--- src/lpsd_pkg.sv ---
// ----------------------------------------------------------------------------
// LED PWM plane shift driver package
// Field widths, command codes, controller states and the command and status
// bundles that pass between controller and datapath.
// ----------------------------------------------------------------------------
package lpsd_pkg;

   localparam int NUM_BANKS_DEF      = 5;
   localparam int LEDS_PER_BANK_DEF  = 10;
   localparam int MAX_PLANES_DEF     = 64;
   localparam int BITS_PER_CHAIN_DEF = 32;

   localparam int CMD_W     = 1;
   localparam int LED_IDX_W = 6;
   localparam int LEVEL_W   = 7;
   localparam int LANE_W    = 5;
   localparam int PLANE_W   = 6;

   localparam logic [CMD_W-1:0] CMD_WRITE   = 1'b0;
   localparam logic [CMD_W-1:0] CMD_REFRESH = 1'b1;

   typedef enum logic [0:0] {
      ST_IDLE,
      ST_SHIFT
   } lpsd_state_type;

   typedef struct packed {
      logic write;
      logic load;
      logic step;
   } lpsd_ctl_type;

   typedef struct packed {
      logic step_last;
      logic out_free;
   } lpsd_sts_type;

endpackage

--- src/lpsd_ifs.sv ---
// ----------------------------------------------------------------------------
// LED PWM plane shift driver channels
// Request channel (colour writes and refresh ticks) and response channel
// (one serial bit step per item), both valid/ready.
// ----------------------------------------------------------------------------
interface lpsd_req_if;
   logic                          valid;
   logic                          ready;
   logic [lpsd_pkg::CMD_W-1:0]     cmd;
   logic [lpsd_pkg::LED_IDX_W-1:0] led_index;
   logic [lpsd_pkg::LEVEL_W-1:0]   red;
   logic [lpsd_pkg::LEVEL_W-1:0]   green;
   logic [lpsd_pkg::LEVEL_W-1:0]   blue;

   modport source (output valid, cmd, led_index, red, green, blue, input ready);
   modport sink   (input valid, cmd, led_index, red, green, blue, output ready);
endinterface

interface lpsd_rsp_if;
   logic                        valid;
   logic                        ready;
   logic [lpsd_pkg::LANE_W-1:0]  lane_bits;
   logic [lpsd_pkg::PLANE_W-1:0] plane;
   logic                        latch;
   logic                        last;

   modport source (output valid, lane_bits, plane, latch, last, input ready);
   modport sink   (input valid, lane_bits, plane, latch, last, output ready);
endinterface

--- src/lpsd_ctrl.sv ---
// ----------------------------------------------------------------------------
// LED PWM plane shift driver controller
// Accepts requests while idle and sequences the bit steps of a refresh.
// ----------------------------------------------------------------------------
module lpsd_ctrl (
   input  logic                       clock,
   input  logic                       reset,
   input  logic                       req_valid,
   input  logic [lpsd_pkg::CMD_W-1:0] req_cmd,
   output logic                       req_ready,
   input  lpsd_pkg::lpsd_sts_type     sts,
   output lpsd_pkg::lpsd_ctl_type     ctl
);
   import lpsd_pkg::*;

   lpsd_state_type state_ff;
   lpsd_state_type state_in;

   always_ff @(posedge clock) begin
      if (reset) begin
         state_ff <= ST_IDLE;
      end else begin
         state_ff <= state_in;
      end
   end

   always_comb begin
      state_in = state_ff;
      case (state_ff)
         ST_IDLE: begin
            if (req_valid && (req_cmd == CMD_REFRESH)) begin
               state_in = ST_SHIFT;
            end
         end
         ST_SHIFT: begin
            if (sts.out_free && sts.step_last) begin
               state_in = ST_IDLE;
            end
         end
         default: state_in = ST_IDLE;
      endcase
   end

   always_comb begin
      req_ready = 1'b0;
      ctl       = '0;
      case (state_ff)
         ST_IDLE: begin
            req_ready = 1'b1;
            ctl.write = req_valid && (req_cmd == CMD_WRITE);
            ctl.load  = req_valid && (req_cmd == CMD_REFRESH);
         end
         ST_SHIFT: begin
            ctl.step = sts.out_free;
         end
         default: begin
            req_ready = 1'b0;
         end
      endcase
   end

endmodule

--- src/lpsd_datapath.sv ---
// ----------------------------------------------------------------------------
// LED PWM plane shift driver datapath
// Per-bank colour store, chain position counters, plane counter, plane
// count register and the response output register.
// ----------------------------------------------------------------------------
module lpsd_datapath #(
   parameter int NUM_BANKS      = lpsd_pkg::NUM_BANKS_DEF,
   parameter int LEDS_PER_BANK  = lpsd_pkg::LEDS_PER_BANK_DEF,
   parameter int MAX_PLANES     = lpsd_pkg::MAX_PLANES_DEF,
   parameter int BITS_PER_CHAIN = lpsd_pkg::BITS_PER_CHAIN_DEF
) (
   input  logic                           clock,
   input  logic                           reset,
   input  lpsd_pkg::lpsd_ctl_type         ctl,
   output lpsd_pkg::lpsd_sts_type         sts,
   input  logic                           csr_valid,
   input  logic [lpsd_pkg::LEVEL_W-1:0]   csr_wdata,
   input  logic [lpsd_pkg::LED_IDX_W-1:0] wr_led_index,
   input  logic [lpsd_pkg::LEVEL_W-1:0]   wr_red,
   input  logic [lpsd_pkg::LEVEL_W-1:0]   wr_green,
   input  logic [lpsd_pkg::LEVEL_W-1:0]   wr_blue,
   input  logic                           rsp_ready,
   output logic                           rsp_valid,
   output logic [lpsd_pkg::LANE_W-1:0]    rsp_lane_bits,
   output logic [lpsd_pkg::PLANE_W-1:0]   rsp_plane,
   output logic                           rsp_last
);
   import lpsd_pkg::*;

   localparam int AW         = (LEDS_PER_BANK > 1) ? $clog2(LEDS_PER_BANK) : 1;
   localparam int SW         = $clog2(BITS_PER_CHAIN);
   localparam int QN         = (BITS_PER_CHAIN / 8) * 8;
   localparam int Q_TOP      = QN - 1;
   localparam int SLOT_START = Q_TOP / 3;
   localparam int COL_START  = Q_TOP % 3;
   localparam int SLOT_W0    = $clog2(SLOT_START + 1);
   localparam int SLOT_W     = (SLOT_W0 > AW) ? SLOT_W0 : AW;
   localparam int PW         = $clog2(MAX_PLANES);
   localparam int ENTRY_W    = 3 * LEVEL_W;

   logic [SW-1:0]      step_ff;
   logic [SLOT_W-1:0]  slot_ff;
   logic [1:0]         colour_ff;
   logic [PW-1:0]      plane_ff;
   logic [LEVEL_W-1:0] plane_count_ff;
   logic               out_valid_ff;
   logic [LANE_W-1:0]  lanes_ff;
   logic [PW-1:0]      out_plane_ff;
   logic               out_last_ff;

   logic               q_valid;
   logic               slot_ok;
   logic [LANE_W-1:0]  lane_bit;
   logic [ENTRY_W-1:0] wr_entry;
   logic [LEVEL_W-1:0] limit;
   logic [LEVEL_W-1:0] plane_inc;
   logic [PW-1:0]      plane_in;

   function automatic logic [LEVEL_W-1:0] sat_level(input logic [LEVEL_W-1:0] v);
      logic [LEVEL_W-1:0] top;
      top = LEVEL_W'(MAX_PLANES);
      return (v > top) ? top : v;
   endfunction

   assign wr_entry = {sat_level(wr_blue), sat_level(wr_green), sat_level(wr_red)};
   assign q_valid  = ({1'b0, step_ff} < (SW+1)'(QN));
   assign slot_ok  = ({1'b0, slot_ff} < (SLOT_W+1)'(LEDS_PER_BANK));

   for (genvar j = 0; j < LANE_W; j++) begin : g_lane
      if (j < NUM_BANKS) begin : g_bank
         localparam int LO = j * LEDS_PER_BANK;
         logic [ENTRY_W-1:0] mem_ff [LEDS_PER_BANK];
         logic               hit;
         logic [AW-1:0]      wslot;
         logic [ENTRY_W-1:0] entry;
         logic [LEVEL_W-1:0] level;

         assign hit   = ({1'b0, wr_led_index} >= (LED_IDX_W+1)'(LO)) &&
                        ({1'b0, wr_led_index} < (LED_IDX_W+1)'(LO + LEDS_PER_BANK));
         assign wslot = AW'(wr_led_index - LED_IDX_W'(LO));
         assign entry = mem_ff[slot_ff[AW-1:0]];

         always_ff @(posedge clock) begin
            if (reset) begin
               for (int i = 0; i < LEDS_PER_BANK; i++) begin
                  mem_ff[i] <= '0;
               end
            end else if (ctl.write && hit) begin
               mem_ff[wslot] <= wr_entry;
            end
         end

         always_comb begin
            case (colour_ff)
               2'd0:    level = entry[LEVEL_W-1:0];
               2'd1:    level = entry[2*LEVEL_W-1:LEVEL_W];
               2'd2:    level = entry[3*LEVEL_W-1:2*LEVEL_W];
               default: level = '0;
            endcase
         end

         assign lane_bit[j] = q_valid && slot_ok && (LEVEL_W'(plane_ff) < level);
      end else begin : g_none
         assign lane_bit[j] = 1'b0;
      end
   end

   always_comb begin
      if (plane_count_ff == '0) begin
         limit = LEVEL_W'(1);
      end else if (plane_count_ff > LEVEL_W'(MAX_PLANES)) begin
         limit = LEVEL_W'(MAX_PLANES);
      end else begin
         limit = plane_count_ff;
      end
      plane_inc = LEVEL_W'(plane_ff) + LEVEL_W'(1);
      plane_in  = (plane_inc >= limit) ? '0 : plane_inc[PW-1:0];
   end

   always_ff @(posedge clock) begin
      if (reset) begin
         step_ff        <= '0;
         slot_ff        <= '0;
         colour_ff      <= '0;
         plane_ff       <= '0;
         plane_count_ff <= LEVEL_W'(MAX_PLANES);
         out_valid_ff   <= 1'b0;
      end else begin
         if (csr_valid) begin
            plane_count_ff <= csr_wdata;
         end
         if (ctl.load) begin
            step_ff   <= '0;
            slot_ff   <= SLOT_W'(SLOT_START);
            colour_ff <= 2'(COL_START);
         end else if (ctl.step) begin
            step_ff <= step_ff + SW'(1);
            if (colour_ff == 2'd0) begin
               colour_ff <= 2'd2;
               slot_ff   <= slot_ff - SLOT_W'(1);
            end else begin
               colour_ff <= colour_ff - 2'd1;
            end
            if (sts.step_last) begin
               plane_ff <= plane_in;
            end
         end
         if (ctl.step) begin
            out_valid_ff <= 1'b1;
         end else if (rsp_ready) begin
            out_valid_ff <= 1'b0;
         end
      end
   end

   always_ff @(posedge clock) begin
      if (ctl.step) begin
         lanes_ff     <= lane_bit;
         out_plane_ff <= plane_ff;
         out_last_ff  <= sts.step_last;
      end
   end

   assign sts.step_last = (step_ff == SW'(BITS_PER_CHAIN - 1));
   assign sts.out_free  = !out_valid_ff || rsp_ready;

   assign rsp_valid     = out_valid_ff;
   assign rsp_lane_bits = lanes_ff;
   assign rsp_plane     = PLANE_W'(out_plane_ff);
   assign rsp_last      = out_last_ff;

endmodule

--- src/led_pwm_plane_shift_driver.sv ---
// ----------------------------------------------------------------------------
// LED PWM plane shift driver
// Stores RGB levels per LED and shifts one PWM bit plane per refresh tick
// to every bank's serial chain, one bit step per response item.
//
//   channel  dir  signals                                   notes
//   req_ch   in   valid ready cmd led_index red green blue  write or refresh
//   rsp_ch   out  valid ready lane_bits plane latch last    one bit step
//   csr      in   csr_valid csr_ready csr_wdata             plane_count
//
// A refresh tick is a load, then BITS_PER_CHAIN steps at one per cycle out
// of the step counter into the response register; a stalled response holds
// the step sequence.
// Reset clears the colour store at once, zeroes the plane counter and sets
// plane_count to MAX_PLANES. csr_ready is always high.
// ----------------------------------------------------------------------------
module led_pwm_plane_shift_driver #(
   parameter int NUM_BANKS      = lpsd_pkg::NUM_BANKS_DEF,
   parameter int LEDS_PER_BANK  = lpsd_pkg::LEDS_PER_BANK_DEF,
   parameter int MAX_PLANES     = lpsd_pkg::MAX_PLANES_DEF,
   parameter int BITS_PER_CHAIN = lpsd_pkg::BITS_PER_CHAIN_DEF
) (
   input  logic                         clock,
   input  logic                         reset,
   lpsd_req_if.sink                     req_ch,
   lpsd_rsp_if.source                   rsp_ch,
   input  logic                         csr_valid,
   output logic                         csr_ready,
   input  logic [lpsd_pkg::LEVEL_W-1:0] csr_wdata
);
   import lpsd_pkg::*;

   lpsd_ctl_type ctl;
   lpsd_sts_type sts;
   logic         rsp_last;

   assign csr_ready = 1'b1;

   lpsd_ctrl u_ctrl (
      .clock     (clock),
      .reset     (reset),
      .req_valid (req_ch.valid),
      .req_cmd   (req_ch.cmd),
      .req_ready (req_ch.ready),
      .sts       (sts),
      .ctl       (ctl)
   );

   lpsd_datapath #(
      .NUM_BANKS      (NUM_BANKS),
      .LEDS_PER_BANK  (LEDS_PER_BANK),
      .MAX_PLANES     (MAX_PLANES),
      .BITS_PER_CHAIN (BITS_PER_CHAIN)
   ) u_datapath (
      .clock         (clock),
      .reset         (reset),
      .ctl           (ctl),
      .sts           (sts),
      .csr_valid     (csr_valid && csr_ready),
      .csr_wdata     (csr_wdata),
      .wr_led_index  (req_ch.led_index),
      .wr_red        (req_ch.red),
      .wr_green      (req_ch.green),
      .wr_blue       (req_ch.blue),
      .rsp_ready     (rsp_ch.ready),
      .rsp_valid     (rsp_ch.valid),
      .rsp_lane_bits (rsp_ch.lane_bits),
      .rsp_plane     (rsp_ch.plane),
      .rsp_last      (rsp_last)
   );

   assign rsp_ch.last  = rsp_last;
   assign rsp_ch.latch = rsp_last;

`ifndef SYNTH
   a_refresh_blocks_req: assert property (@(posedge clock) disable iff (reset)
      (req_ch.valid && req_ch.ready && (req_ch.cmd == CMD_REFRESH)) |=> !req_ch.ready)
      else $error("request taken during refresh");

   a_last_step_out: assert property (@(posedge clock) disable iff (reset)
      (ctl.step && sts.step_last) |=> (rsp_ch.valid && rsp_ch.last))
      else $error("final step not presented");

   a_step_excl: assert property (@(posedge clock) disable iff (reset)
      ctl.step |-> (!ctl.write && !ctl.load && !req_ch.ready))
      else $error("step overlaps request");
`endif

endmodule

--- src/flat_wrapper.sv ---
// flat-port wrapper written by rule: the top's interface ports become plain ports
module led_pwm_plane_shift_driver_flat import lpsd_pkg::*;
#(
   parameter int NUM_BANKS      = lpsd_pkg::NUM_BANKS_DEF,
   parameter int LEDS_PER_BANK  = lpsd_pkg::LEDS_PER_BANK_DEF,
   parameter int MAX_PLANES     = lpsd_pkg::MAX_PLANES_DEF,
   parameter int BITS_PER_CHAIN = lpsd_pkg::BITS_PER_CHAIN_DEF
)
  (clock, reset, csr_valid, csr_ready, csr_wdata, req_ch_valid, req_ch_cmd, req_ch_led_index, req_ch_red, req_ch_green, req_ch_blue, req_ch_ready, rsp_ch_valid, rsp_ch_lane_bits, rsp_ch_plane, rsp_ch_latch, rsp_ch_last, rsp_ch_ready);
  lpsd_req_if req_ch_i ();
  lpsd_rsp_if rsp_ch_i ();
  input  logic clock;
  input  logic reset;
  input  logic csr_valid;
  output logic csr_ready;
  input  logic [lpsd_pkg::LEVEL_W-1:0] csr_wdata;
  input wire logic [$bits(req_ch_i.valid)-1:0] req_ch_valid;
  input wire logic [$bits(req_ch_i.cmd)-1:0] req_ch_cmd;
  input wire logic [$bits(req_ch_i.led_index)-1:0] req_ch_led_index;
  input wire logic [$bits(req_ch_i.red)-1:0] req_ch_red;
  input wire logic [$bits(req_ch_i.green)-1:0] req_ch_green;
  input wire logic [$bits(req_ch_i.blue)-1:0] req_ch_blue;
  output wire logic [$bits(req_ch_i.ready)-1:0] req_ch_ready;
  output wire logic [$bits(rsp_ch_i.valid)-1:0] rsp_ch_valid;
  output wire logic [$bits(rsp_ch_i.lane_bits)-1:0] rsp_ch_lane_bits;
  output wire logic [$bits(rsp_ch_i.plane)-1:0] rsp_ch_plane;
  output wire logic [$bits(rsp_ch_i.latch)-1:0] rsp_ch_latch;
  output wire logic [$bits(rsp_ch_i.last)-1:0] rsp_ch_last;
  input wire logic [$bits(rsp_ch_i.ready)-1:0] rsp_ch_ready;
  assign req_ch_i.valid = req_ch_valid;
  assign req_ch_i.cmd = req_ch_cmd;
  assign req_ch_i.led_index = req_ch_led_index;
  assign req_ch_i.red = req_ch_red;
  assign req_ch_i.green = req_ch_green;
  assign req_ch_i.blue = req_ch_blue;
  assign req_ch_ready = req_ch_i.ready;
  assign rsp_ch_valid = rsp_ch_i.valid;
  assign rsp_ch_lane_bits = rsp_ch_i.lane_bits;
  assign rsp_ch_plane = rsp_ch_i.plane;
  assign rsp_ch_latch = rsp_ch_i.latch;
  assign rsp_ch_last = rsp_ch_i.last;
  assign rsp_ch_i.ready = rsp_ch_ready;
  led_pwm_plane_shift_driver #(.NUM_BANKS(NUM_BANKS), .LEDS_PER_BANK(LEDS_PER_BANK), .MAX_PLANES(MAX_PLANES), .BITS_PER_CHAIN(BITS_PER_CHAIN)) u_core (.clock(clock), .reset(reset), .req_ch(req_ch_i), .rsp_ch(rsp_ch_i), .csr_valid(csr_valid), .csr_ready(csr_ready), .csr_wdata(csr_wdata));
endmodule
--- config.mk ---
export PLATFORM = sky130hd
export DESIGN_NAME = led_pwm_plane_shift_driver_flat
export DESIGN_NICKNAME = d
export VERILOG_FILES = /design/src/lpsd_pkg.sv /design/src/lpsd_ifs.sv /design/src/lpsd_ctrl.sv /design/src/lpsd_datapath.sv /design/src/led_pwm_plane_shift_driver.sv /design/src/flat_wrapper.sv
export SDC_FILE = /design/constraint.sdc
export NUM_CORES = 2
export LEC_CHECK = 0
export BUFFER_PORTS_ARGS = -buffer_cell sky130_fd_sc_hd__buf_2
export CORE_MARGIN = 2
export CORE_UTILIZATION = 50
export CTS_CLUSTER_DIAMETER = 150
export CTS_CLUSTER_SIZE = 10
export DETAILED_ROUTE_END_ITERATION = 12
export PLACE_DENSITY = 0.63
export SLEW_MARGIN = 30
export SYNTH_ARGS = -nofsm -noshare
export SYNTH_HDL_FRONTEND = slang
export SYNTH_SLANG_ARGS = --single-unit
--- constraint.sdc ---
create_clock -name clock -period 5.2 [get_ports clock]
set_clock_uncertainty 0.05 [all_clocks]
set_input_delay 0 -clock clock [delete_from_list [all_inputs] [get_ports clock]]
set_output_delay 0 -clock clock [all_outputs]
set_load 0.01 [all_outputs]
Word level (Yosys, flattened, before mapping):

Memories as Yosys holds them, arrays and structs flattened.
Cells that the tools add are included.

* register bits: 38
* RAM bits: 1050
* input port bits: 40
* word-level logic and storage cells: 141
* memories: 5

* add/subtract/negate cells: 8
* magnitude comparators: 20
* equality and inequality tests: 3
* multiplexer cells: 57
* bitwise gates (word level): 3
* reductions and logical operators: 33

Memory list
* u_core.u_datapath.g_lane[0].g_bank.mem_ff: words 10, width 21, rd ports 1, clocked after memory_dff 0, write ports 10, line lpsd_datapath.sv:72 `logic [ENTRY_W-1:0] mem_ff [LEDS_PER_BANK];`
* u_core.u_datapath.g_lane[1].g_bank.mem_ff: words 10, width 21, rd ports 1, clocked after memory_dff 0, write ports 10, line lpsd_datapath.sv:72
* u_core.u_datapath.g_lane[2].g_bank.mem_ff: words 10, width 21, rd ports 1, clocked after memory_dff 0, write ports 10, line lpsd_datapath.sv:72
* u_core.u_datapath.g_lane[3].g_bank.mem_ff: words 10, width 21, rd ports 1, clocked after memory_dff 0, write ports 10, line lpsd_datapath.sv:72
* u_core.u_datapath.g_lane[4].g_bank.mem_ff: words 10, width 21, rd ports 1, clocked after memory_dff 0, write ports 10, line lpsd_datapath.sv:72

Operators by type and width (count)
* $mux 21: 5
* $pmux 7 s3: 5
* $reduce_or 21->1: 5
* $lt 6x7->1: 5
* $mux 7: 5
* $mux 4: 8
* $mux 1: 30
* $gt 7x7->1 const B: 4
* $logic_and 1x1->1: 17
* $ge 6x5->1 const B: 2
* $lt 6x5->1 const B: 2
* $lt 6x6->1 const B: 2
* $sub 4x4->4 const B: 3
* $add 6x1->7 const B: 1
* $ge 7x7->1: 1
* $logic_not 7->1: 1
* $ge 6x4->1 const B: 1
* $ge 6x6->1 const B: 1
* $lt 6x4->1 const B: 1
* $mux 6: 1
* $reduce_bool 2->1: 3
* $add 5x1->5 const B: 1
* $eq 5x5->1 const B: 1
* $lt 4x4->1 const B: 1
* other kinds (14): 18

Depth between registers and ports, before layout:

* depth after elaboration: 9
* depth in mapped cells: 15
* mapped depth without buffers: 11

Hierarchy:

Synthesis repeated with hierarchy kept, for this count alone.

* cells, all modules: 4360
* area, all modules: 72309.4 sq um

By module, submodules not included
* lpsd_datapath: instances 1, cells each 4350, area an instance 72231.8 sq um
* lpsd_ctrl: instances 1, cells each 7, area an instance 58.8 sq um
* led_pwm_plane_shift_driver: instances 1, cells each 3, area an instance 18.8 sq um

Least setup slack after synthesis:

Ideal clock, no wire load.

* path type: input-to-reg
* start: input port req_ch_led_index[3]
* end: memory u_core.u_datapath.g_lane[2].g_bank.mem_ff[10][0] (netlist bit) (enable)
* setup time: 0.453 ns
* arrival time: 3.182 ns
* data required time: 4.697 ns
* slack: 1.516 ns
* stages: 8
* cells stage by stage: buf_2 clkbuf_1 inv_1 ha_1 inv_1 o211a_1 nand2_1 nor4_1

RTL lines
* start: declaration: line flat_wrapper.sv:19 `input wire logic [$bits(req_ch_i.led_index)-1:0] req_ch_led_index;`
* end: declaration: line lpsd_datapath.sv:72

Worst setup path after layout:

* start: register u_core.u_datapath.slot_ff[1]
* end: register u_core.u_datapath.lanes_ff[0], in the netlist u_core.u_datapath.rsp_lane_bits[0], data pin

* longest elaborated chain between the ends: 4

RTL lines
* start: declaration: line lpsd_datapath.sv:42 `logic [SLOT_W-1:0] slot_ff;`
* start signal: assignment: line lpsd_datapath.sv:134 `slot_ff <= SLOT_W'(SLOT_START);`
* start signal: assignment: line lpsd_datapath.sv:140 `slot_ff <= slot_ff - SLOT_W'(1);`
* $mem_v2 10x21
* $pmux 7 s3: line lpsd_datapath.sv:94 `case (colour_ff)`
* $lt 6x7->1: line lpsd_datapath.sv:102 `assign lane_bit[j] = q_valid && slot_ok && (LEVEL_W'(plane_ff) < level);`
* $logic_and 1x1->1 *: line lpsd_datapath.sv:102
* net u_core.u_datapath.lane_bit[0]: line lpsd_datapath.sv:53 `logic [LANE_W-1:0] lane_bit;`
* end signal: assignment: line lpsd_datapath.sv:158 `lanes_ff <= lane_bit;`
* end: declaration: line lpsd_datapath.sv:47 `logic [LANE_W-1:0] lanes_ff;`

The timed path passes the listed nets; every way through them passes the cells marked *.
A chain may end at the register's enable or synchronous reset.

==> summary.md <==
| Metric | Value |
|---|---|
| Vias per cell | `6.25` |
| # DRC | `0` |
| Syn. warnings | `0` |
| Clock Latency Late Sink | `0.83 ns` |
| Post-place setup slack | `1.02 ns` |
| Synth Area in Compound Gates | `0.0170` |
| Sw frac | `0.223` |
| Die Span X | `383 um` |
| DP HPWL | `117 mm` |
| CTS tree | `built` |
| Clk network pwr share | `0.401` |
| Final period utilization | `0.821` |
| Worst path bufs/invs | `1` |
| Total Die Area | `147000 um^2` |
| Vias in the first global route | `41146` |
| Ports | `56` |
| Clk sinks | `1712` |
| Starting Density | `0.502` |
| Finished Layout Cells | `6561` |
| Mean post-synth cell area | `16.8 um^2` |
| CP Launch Point | `u_core.u_datapath.slot_ff[1]` |
| Fin nets | `4661` |
| Metal2 WL | `96.3 mm` |
| Worst setup SP type | `flop` |
| Biggest area consumer among synthesized cells | `edfxtp_1` |
| Fmax | `0.234 GHz` |
| Drt wl/cell | `31.3 um` |
| Routed via count | `40998` |
| Seq pwr share | `0.523` |
| DRT Pass-1 Iters | `5` |
| Synth area leaders | `edfxtp_1, mux4_2, nor2_1` |
| Post-synthesis cell type count | `61` |
| CP endpoint kind | `flop` |
| Wire length on met3 | `22.4 mm` |
| Multi-input combinational cell area | `19400 um^2` |
| Layout Area Growth over Synthesis | `13.0%` |
| Max IR drop VDD | `0.266 mV` |
| Required @ worst endpoint | `5.69 ns` |
| Slowest-stage cell, CP | `dfxtp_4` |
| R2R depth | `12` |
| Top sig layer | `met5` |
| Buffers on Ports | `54` |
| #FFs+latches synth | `1712` |
| First-pass GRT wire length | `294 mm` |
| Pwr Density | `366 nW/um^2` |
| Min setup slack post-route | `0.929 ns` |
| Setup TNS Final | `0 ns` |
| Synth Instances | `4274` |
| CTS Buffer Depth | `3` |
| Grt ovf | `0` |
| Maxcap violations | `0` |
| Status | `finished clean` |
| Core area | `143000 um^2` |
| Final setup fails | `0` |
| Crit-path leading delay family | `compound AO/OA/AOI/OAI gates` |
| Largest net degree at the start of global routing | `59` |
| Global Route Usage Sum | `0.284` |
| Sw Pwr | `6.63 mW` |
| Critical path arrival | `4.76 ns` |
| H-tree depth | `4` |
| Crit Path Max Fanout | `43` |
| Resized Gates After CTS | `0` |
| RSZ-0062 raised after global routing | `no` |
| Mux cell area share after synthesis | `0.161` |
| Clk slew on worst S/H paths | `0.07 ns` |
| Seq/Total Area, Yosys | `0.712` |
| WS Path Type | `flop to flop` |
| Post-synth top area share | `0.705` |
| Slew HR | `0.319` |
| R2R Path End | `u_core.u_datapath.rsp_lane_bits[0]` |
| Final slew viol count | `0` |
| DIE HEIGHT | `383 um` |
| Hold Crit Class | `primary input to flop` |
| Simple-gate portion of the synthesized area | `0.0766` |
| Fillcell total | `10924` |
| Final hold violation count | `0` |
| Leakage power | `28.4 nW` |
| Seq. cell area | `51200 um^2` |
| Site Rows | `139` |
| Layout cells sized above 1 | `0.220` |
| RePlAce Congestion | `0.890` |
| Ys async rst share | `0` |
| Worst-margin pin slew | `1.02 ns` |
| Cell Chain, Critical Path | `buf_4 > mux4_2 > mux4_2 > a22oi_1 > a21o_1 > ha_1 > o21a_1 > o21ai_0 > a311oi_1 > o221ai_1 > a211oi_1 > o22ai_1` |
| Placed cells | `6245` |
| Internal | `23.1 mW` |
| Initial DRC Count | `5007` |
| Crit path largest cell delay | `0.94 ns` |
| Mapped Area | `71800 um^2` |
| Most numerous cell on the critical path | `mux4_2` |
| WHS | `0.0472 ns` |
| Logic gate share of total power | `0.076` |
| CTS Buf Count | `189` |
| Number of synthesized flops with an enable pin | `1686` |
| Cell count along the critical path | `12` |
| DRT Wirelength | `205 mm` |
| Antenna violations before repair | `15` |
| CP endpoint | `u_core.u_datapath.rsp_lane_bits[0]` |
| Root Buffer | `clkbuf_16` |
| R2R Setup Slk | `0.93 ns` |
| XOR/XNOR Fraction of Synth Area | `0.00159` |
| Largest family of logic cells by synthesized area | `multiplexers` |
| Final min period | `4.27 ns` |
| Top_reg_cell synth | `edfxtp_1` |
| FF-to-FF Start | `u_core.u_datapath.slot_ff[1]` |
| Adder-cell share of the synthesized area | `0.00801` |
| Post-route antenna net violation count | `0` |
| WL met1 | `78.0 mm` |
## cell usage in the layout (no fill, tap or decap), drive strengths merged, types with 9 or more instances in the layout
cell and n:
edfxtp 1686, nor2 1003, mux4 491, buf 263
nand2 260, clkbuf 257, inv 127, conb 85
ha 46, dlygate4sd3 42, mux2i 40, a21o 33
nand3 29, a21oi 29, a22oi 27, dfxtp 26
nor2b 24, nor3 18, and3 16, o22ai 12
o21ai 12, xnor2 9
## kinds of logic after synthesis
| kind of cell | Yosys count |
|---|---|
| adders and majority gates | 46 |
| DFF | 1712 |
| AOI/OAI and AO/OA | 172 |
| xor gates and xnor gates | 13 |
| other | 2 |
| muxes | 538 |
| and+or+nand+nor | 1391 |
| buffers and inverters | 400 |
## routing by layer
layer  track usage  vias up
met5             0        -
met4         0.115       14
met3        0.0698      423
met2         0.442     2369
li1              -    16801
met1         0.387    21391
## what timing repair did
| item | in CTS | in global routing |
|---|---|---|
| setup buffers | 0 | 0 |
| endpoints found under the hold margin | 153 | 0 |
| hold buffers | 42 | 0 |
## worst min-delay path by stage
stage,startpoint,to,slack (ns),depth (start not counted)
floorplan,csr_wdata[6],u_core.u_datapath.plane_count_ff[6],0.08,2
global placement,csr_wdata[6],u_core.u_datapath.plane_count_ff[6],0.18,3
detailed placement,csr_wdata[6],u_core.u_datapath.plane_count_ff[6],0.18,3
CTS,req_ch_green[5],flop,0.002,4
global route,req_ch_led_index[0],u_core.u_datapath.g_lane[0].g_bank.mem_ff[10][14],0.07,3
finish,req_ch_green[5],flop,0.05,4
## layout make-up
class	count	share of cell area
antenna	7	0.000216
clock buffer	257	0.0627
clock inverter	10	0.00207
inverter	122	0.00573
multi-input combinational	2245	0.239
sequential	1712	0.630
tap	1903	0.0293
timing repair buffer	305	0.0302
## cells in the mapped netlist (5+ instances only)
library cell,number
edfxtp_1,1686
nor2_1,1003
mux4_2,491
nand2_1,260
clkbuf_1,167
inv_1,119
ha_1,46
buf_2,45
buf_1,41
mux2i_1,40
a21o_1,33
a21oi_1,29
nand3_1,29
a22oi_1,27
dfxtp_1,26
nor2b_1,24
nor3_1,17
and3_1,16
buf_6,14
o21ai_0,12
o22ai_1,12
buf_4,11
xnor2_1,9
a211oi_1,8
nand2b_1,8
o211ai_1,8
mux2_2,7
nor3b_1,6
or3_1,6
a211o_1,5
a31oi_1,5
and2_1,5
nand4_1,5
nor4_1,5
## power by group through the flow
stage | Combinational, mW | Sequential [mW] | Clock (mW)
floorplan | 1.44 | 15.7 | 0
global placement | 2.18 | 15.8 | 0
detailed placement | 2.19 | 15.8 | 0
CTS | 2.23 | 15.5 | 12.0
global route | 2.34 | 15.6 | 12.6
finish | 2.24 | 15.5 | 11.9
## per-stage QoR
stage | cell area, um^2 | util | total power, mW
finish | 81200 | 0.567 | 29.7
global route | 81100 | 0.567 | 30.5
CTS | 81100 | 0.567 | 29.8
detailed placement | 75500 | 0.527 | 18.0
global placement | 75500 | 0.527 | 18.0
floorplan | 72100 | - | 17.2
## registers in the layout, summed over array words and instances (netlist names), 2 cells and up
name	flops
u_core.u_datapath.rsp_plane	6
u_core.u_datapath.g_lane.g_bank.mem_ff	1674
u_core.u_datapath.plane_ff	6
u_core.u_datapath.colour_ff	2
u_core.u_datapath.rsp_lane_bits	5
u_core.u_datapath.slot_ff	4
u_core.u_datapath.plane_count_ff	7
u_core.u_datapath.step_ff	5
## worst reg2reg max path, delay by kind of cell, from the launching register on
| kind | cells | cell delay (ns) |
|---|---|---|
| AOI/OAI and AO/OA | 8 | 1.61 |
| buffers and inverters | 1 | 0.45 |
| DFF | 1 | 0.94 |
| adders and majority gates | 1 | 0.12 |
| muxes | 2 | 0.82 |
No activity file was read; power rests on OpenSTA's default activity.
